==> config.mk <==
export PLATFORM = sky130hd
export DESIGN_NAME = pct_ram
export DESIGN_NICKNAME = d
export VERILOG_FILES = /design/src/rtl/core/pct_ram.sv
export SDC_FILE = /design/constraint.sdc
export NUM_CORES = 1
export LEC_CHECK = 0
export BUFFER_PORTS_ARGS = -buffer_cell sky130_fd_sc_hd__buf_2
export CORE_MARGIN = 2
export CORE_UTILIZATION = 38
export CTS_CLUSTER_DIAMETER = 200
export DETAILED_ROUTE_END_ITERATION = 8
export PLACE_DENSITY = 0.58
export SLEW_MARGIN = 0
export SYNTH_ARGS = -nofsm -noshare
export SYNTH_HDL_FRONTEND = slang
export SYNTH_SLANG_ARGS = --single-unit
==> constraint.sdc <==
create_clock -name clk -period 2.41 [get_ports clk]
set_input_delay 0.482 -clock clk [delete_from_list [all_inputs] [get_ports clk]]
set_output_delay 0.482 -clock clk [all_outputs]
set_load 0.01 [all_outputs]
==> src/rtl/core/pct_ram.sv <==
module pct_ram #(
    parameter int WIDTH = 8,
    parameter int DEPTH = 32
) (
    input  logic                     clk,
    input  logic                     we,
    input  logic [$clog2(DEPTH)-1:0] waddr,
    input  logic [WIDTH-1:0]         wdata,
    input  logic                     re,
    input  logic [$clog2(DEPTH)-1:0] raddr,
    output logic [WIDTH-1:0]         rdata
);

    logic [WIDTH-1:0] mem_reg [DEPTH];
    logic [WIDTH-1:0] rdata_reg;

    always_ff @(posedge clk)
    begin
        if (we)
        begin
            mem_reg[waddr] <= wdata;
        end
        if (re)
        begin
            rdata_reg <= mem_reg[raddr];
        end
    end

    assign rdata = rdata_reg;

endmodule

======== Yosys cells after proc, flatten, opt, wreduce, memory -nomap -nowiden ========
Memory sizes are Yosys's and may differ from the RTL's. A register that Yosys moved wholly into a read port is not among the register bits.
Cells that the tools add are included.
storage, ports and cells
  logic and storage cells ................. 3
  memory bits (writable) .................. 256
  memories kept ........................... 1
  flip-flop bits (word level) ............. 0
  input port bits ......................... 21
memory list
  memory   depth  bits a word  read ports  clocked after memory_dff  wr ports  RTL line  source
  mem_reg  32     8            1           1                         1         14        logic [WIDTH-1:0] mem_reg [DEPTH];
cells by class
  mux-type cells .......................... 2
operator list
  operator           count
  1-bit two-way mux  2

======== Logic depth before layout (Yosys ltp) ========
  depth in word-level cells ............... 2
  depth in mapped cells ................... 5
  gate-level depth less buffers ........... 3

======== Least setup slack after synthesis ========
No wires, ideal clock.
  path kind ............................... in2reg
  from .................................... in raddr[2]
  to ...................................... reg rdata_reg[0] (netlist: rdata[0]) (read register of mem_reg), data pin
  arrival time ............................ 2,164 ps
  slack ................................... -14 ps
  setup time .............................. 260 ps
  cell stages on the path ................. 5
  path buffers ............................ 2
  path through ............................ clkbuf_1 -> clkbuf_1 -> mux4_2 -> mux4_2 -> mux2_2
RTL lines
  what         RTL line  source
  from (decl)  10        input logic [$clog2(DEPTH)-1:0] raddr,
  to (decl)    15        logic [WIDTH-1:0] rdata_reg;

==> flow_results.org <==
** Critical path
- CP Data Required Time :: 2.68 ns
- Critical Path Fanout Max :: 32
- Critical path arrival :: 2.27 ns
- STA classifies the critical path startpoint as an input pin.
- Number of cells on the worst reg-to-reg path :: 3
- Class of the most critical setup path :: in -> reg
- The worst register-to-register path begins at mem_reg[18][6].
- The setup check on the worst reg-to-reg path leaves a slack of 0.46 ns.
- The endpoint identified for the worst register-to-register timing path is rdata[6].
- STA classifies the critical path endpoint as a flip-flop.

** Floorplanning
- In this run the vertical extent of the chip is 167 um.
- During I/O placement, the number of pins put on the boundary was 29.
- Die Wd :: 167 um
- The die covers 28000 um2.
- Effective utilization at floorplan :: 0.388
- In this run the standard cell core region covers 26100 um2.
- In this run the core area contains 59 standard-cell rows.

** STA
- Slew HR :: 0.589
- Setup violations, final :: 0
- At the pin with the least slew margin, the transition time is 0.616 ns.
- The final-report hold violation count was 0.
- Final hold slack :: 0.333 ns
- In the finished design, the share of the clock period the worst path needs comes to 0.831.
- The smallest clock period supported by the final layout is computed as 2.00 ns.
- Max-slew violation count :: 0
- Setup repair after global routing left no endpoint under its margin.
- Derived from the worst setup path, the maximum achievable clock frequency is 499 MHz.
- On the final layout, the worst clock skew is 0.00695 ns.
- After routing, the total negative slack on setup checks comes to 0 ns.

** GRT
- After global routing the overflow that remains totals 0.
- Number of antenna violations at the first check in global routing :: 0
- Largest net degree at the start of global routing :: 33
- The number of global-route vias before repair came to 4802.
- Global-route usage over all layers :: 0.152
- The first global-routing pass estimated 31.0 mm of wire.

** Layout
- The register with the most flip-flops in the layout has 256 of them.
- Compared with the post-synthesis result, the final layout area differs by 16.2%.
- Antenna cell count :: 0
- Number of standard cells in the layout, taps in and fillers out :: 850
- After the last flow step, the layout net total stands at 516.
- In the final layout, the share of cells above drive strength 1 is 0.379.
- Finished Core Util :: 0.451

** Routing
- Dividing the detail-routed wire length by the instance count gives 24.3 um.
- The routed design has 20.7 mm of wire.
- First drt pass iteration count :: 6
- DRC violation total after the first TritonRoute iteration :: 454
- Remaining design rule violation count :: 1
- Average via count per standard cell :: 5.30
- Final ANT Viol Nets :: 0
- Vias :: 4502

** Synthesis
- Cell taking the most area after synthesis :: edfxtp_1
- Of all flip-flops after synthesis, the portion carrying an async set or reset was 0.
- Synth Cell Area :: 10100 um2
- Of the total synthesized cell area, the portion taken by full adders, half adders and majority gates is 0.
- After synthesis, the largest family of logic cells by area is multiplexers.
- Synth Area in XOR/XNOR :: 0
- Post-Synthesis Mean Instance Area :: 24.3 um2
- The compound-cell area share of the yosys netlist came to 0.
- The commonest cells after synthesis are edfxtp_1, mux4_2, nor2_1, mux2_2.
- Of the post-synthesis cell area, the dominant cell type holds 0.782.
- Dominant register cell in the synthesized netlist :: edfxtp_1
- #FFs+latches synth :: 264
- Warnings, synthesis :: 0
- Synthesis produced a netlist whose cell count is 417.
- Cells taking the most area after synthesis :: edfxtp_1, mux4_2, nor2_1, mux2_2, buf_4
- Of the synthesized area, sequential elements account for 0.782.
- Share of synthesized cell area in and, or, nand and nor gates :: 0.0205
- Number of enable flip-flop cells after synthesis :: 264
- In this run, distinct cell masters in the synthesized netlist total 14.
- Number of nets in the synthesized netlist :: 438
- After synthesis, the share of cell area in mux cells is 0.187.
- Most numerous cell in the Yosys netlist :: edfxtp_1

** Worst hold path
- Startpoint of the lowest-slack hold path :: re
- The min-delay analysis places its worst path in the category in -> reg.
- The path with the worst hold slack has its endpoint at rdata[4].
- Counting instances, the worst hold path has a depth of 1.

** CTS
- Hold buffers post-CTS :: 0
- CTS built an H-tree with a depth of 1.
- Sink count of the clock tree :: 264
- TritonCTS built the clock tree.
- After clock tree synthesis, the clock-pin slew on the worst setup and hold paths is 0.06 ns.
- The clock reaches the later pin of the worst-skew pair after 0.52 ns.
- Inserted Clock Buffers :: 27
- Buffers added to address setup during post-CTS repair amount to 0.
- Gates resized, CTS repair :: 0
- The clock passes through at most 3 buffers.
- The cell sitting at the root of the clock tree is a clkbuf_16.

** Power
- IR analysis of the VDD net gives a maximum drop of 0.535 mV.
- Power per standard cell area :: 797 nW/um2
- The analysis attributes to cell leakage a power of 3.73 nW.
- Power comes to 9.38 mW.

** Job
- Total of max-cap violations :: 0

** Place
- Counting tap cells, the placed design contains a total of 801 instances.
- The congestion estimate from routability-driven global placement came to 0.731.
- Count of buffers inserted at the top-level ports :: 28
- Once detailed placement completed, the half-perimeter wirelength came to 13.2 mm.

** Outcome
- The run finished, with violations left.
- The final reports fail on design-rule violations.
==> per-stage QoR <==
stage / worst slack (ns) / instance area [um2]
after floorplan: 0.00423 / 10100
after global placement: -0.157 / 11000
after detailed placement: -0.151 / 11000
after CTS: 0.400 / 11800
after global routing: 0.352 / 11800
final: 0.407 / 11800
==> cell usage in the layout (no fill, tap or decap), types with 2 or more instances in the layout <==
cell type	synthesis	layout
buf_12	0	7
buf_2	1	27
buf_4	6	35
clkbuf_1	6	5
clkbuf_16	0	27
clkinv_1	0	9
clkinv_2	0	7
edfxtp_1	264	264
mux2_2	8	8
mux4_2	80	80
nand3_1	2	2
nand3b_1	5	5
nor2_1	33	33
or3b_2	3	3
==> worst max-delay path by stage <==
stage | start | to | slack [ns] | cells past startpoint
6_report | raddr[0] | rdata[4] | 0.41 | 5
4_1_cts | raddr[0] | rdata[4] | 0.40 | 5
2_1_floorplan | raddr[2] | rdata[0] | 0.004 | 5
3_5_place_dp | raddr[0] | rdata[4] | -0.15 | 5
3_3_place_gp | raddr[0] | rdata[4] | -0.16 | 5
5_1_grt | raddr[0] | rdata[4] | 0.35 | 5
==> critical path, stage by stage <==
cell and delay [ns]:
buf_4 0.14, buf_12 0.27, mux4_2 0.56, mux4_2 0.48, mux2_2 0.29
==> logic make-up (layout without fill, tap and decap cells) <==
logic type    count (synthesis)  in the layout
flops                       264            264
mux                          88             88
simple gates                 45             45
buf+inv                      20            118
==> metal layers <==
layer | vias up | routed length (um) | share of wire | track usage
li1 | 1939 | - | - | -
met1 | 2374 | 7710 | 0.37 | 0.204
met2 | 155 | 10800 | 0.52 | 0.262
met3 | 34 | 1780 | 0.086 | 0.0227
met4 | 0 | 413 | 0.020 | 0.0382
met5 | - | 0 | 0 | 0
==> final cells by class <==
class                   instances  area [um2]
fillers                      2215       14400
repair buffers                 69         538
well taps                     335         419
flip-flops and latches        264        7930
clock buffers                  32         694
multi-input cells             133        2100
clock inverters                17        98.8
==> where the power goes <==
group / switching [mW] / internal [mW]
logic: 0.264 / 0.225
registers: 0.0149 / 5.13
clock network: 1.61 / 2.14
Power figures use the tool's default switching activity.
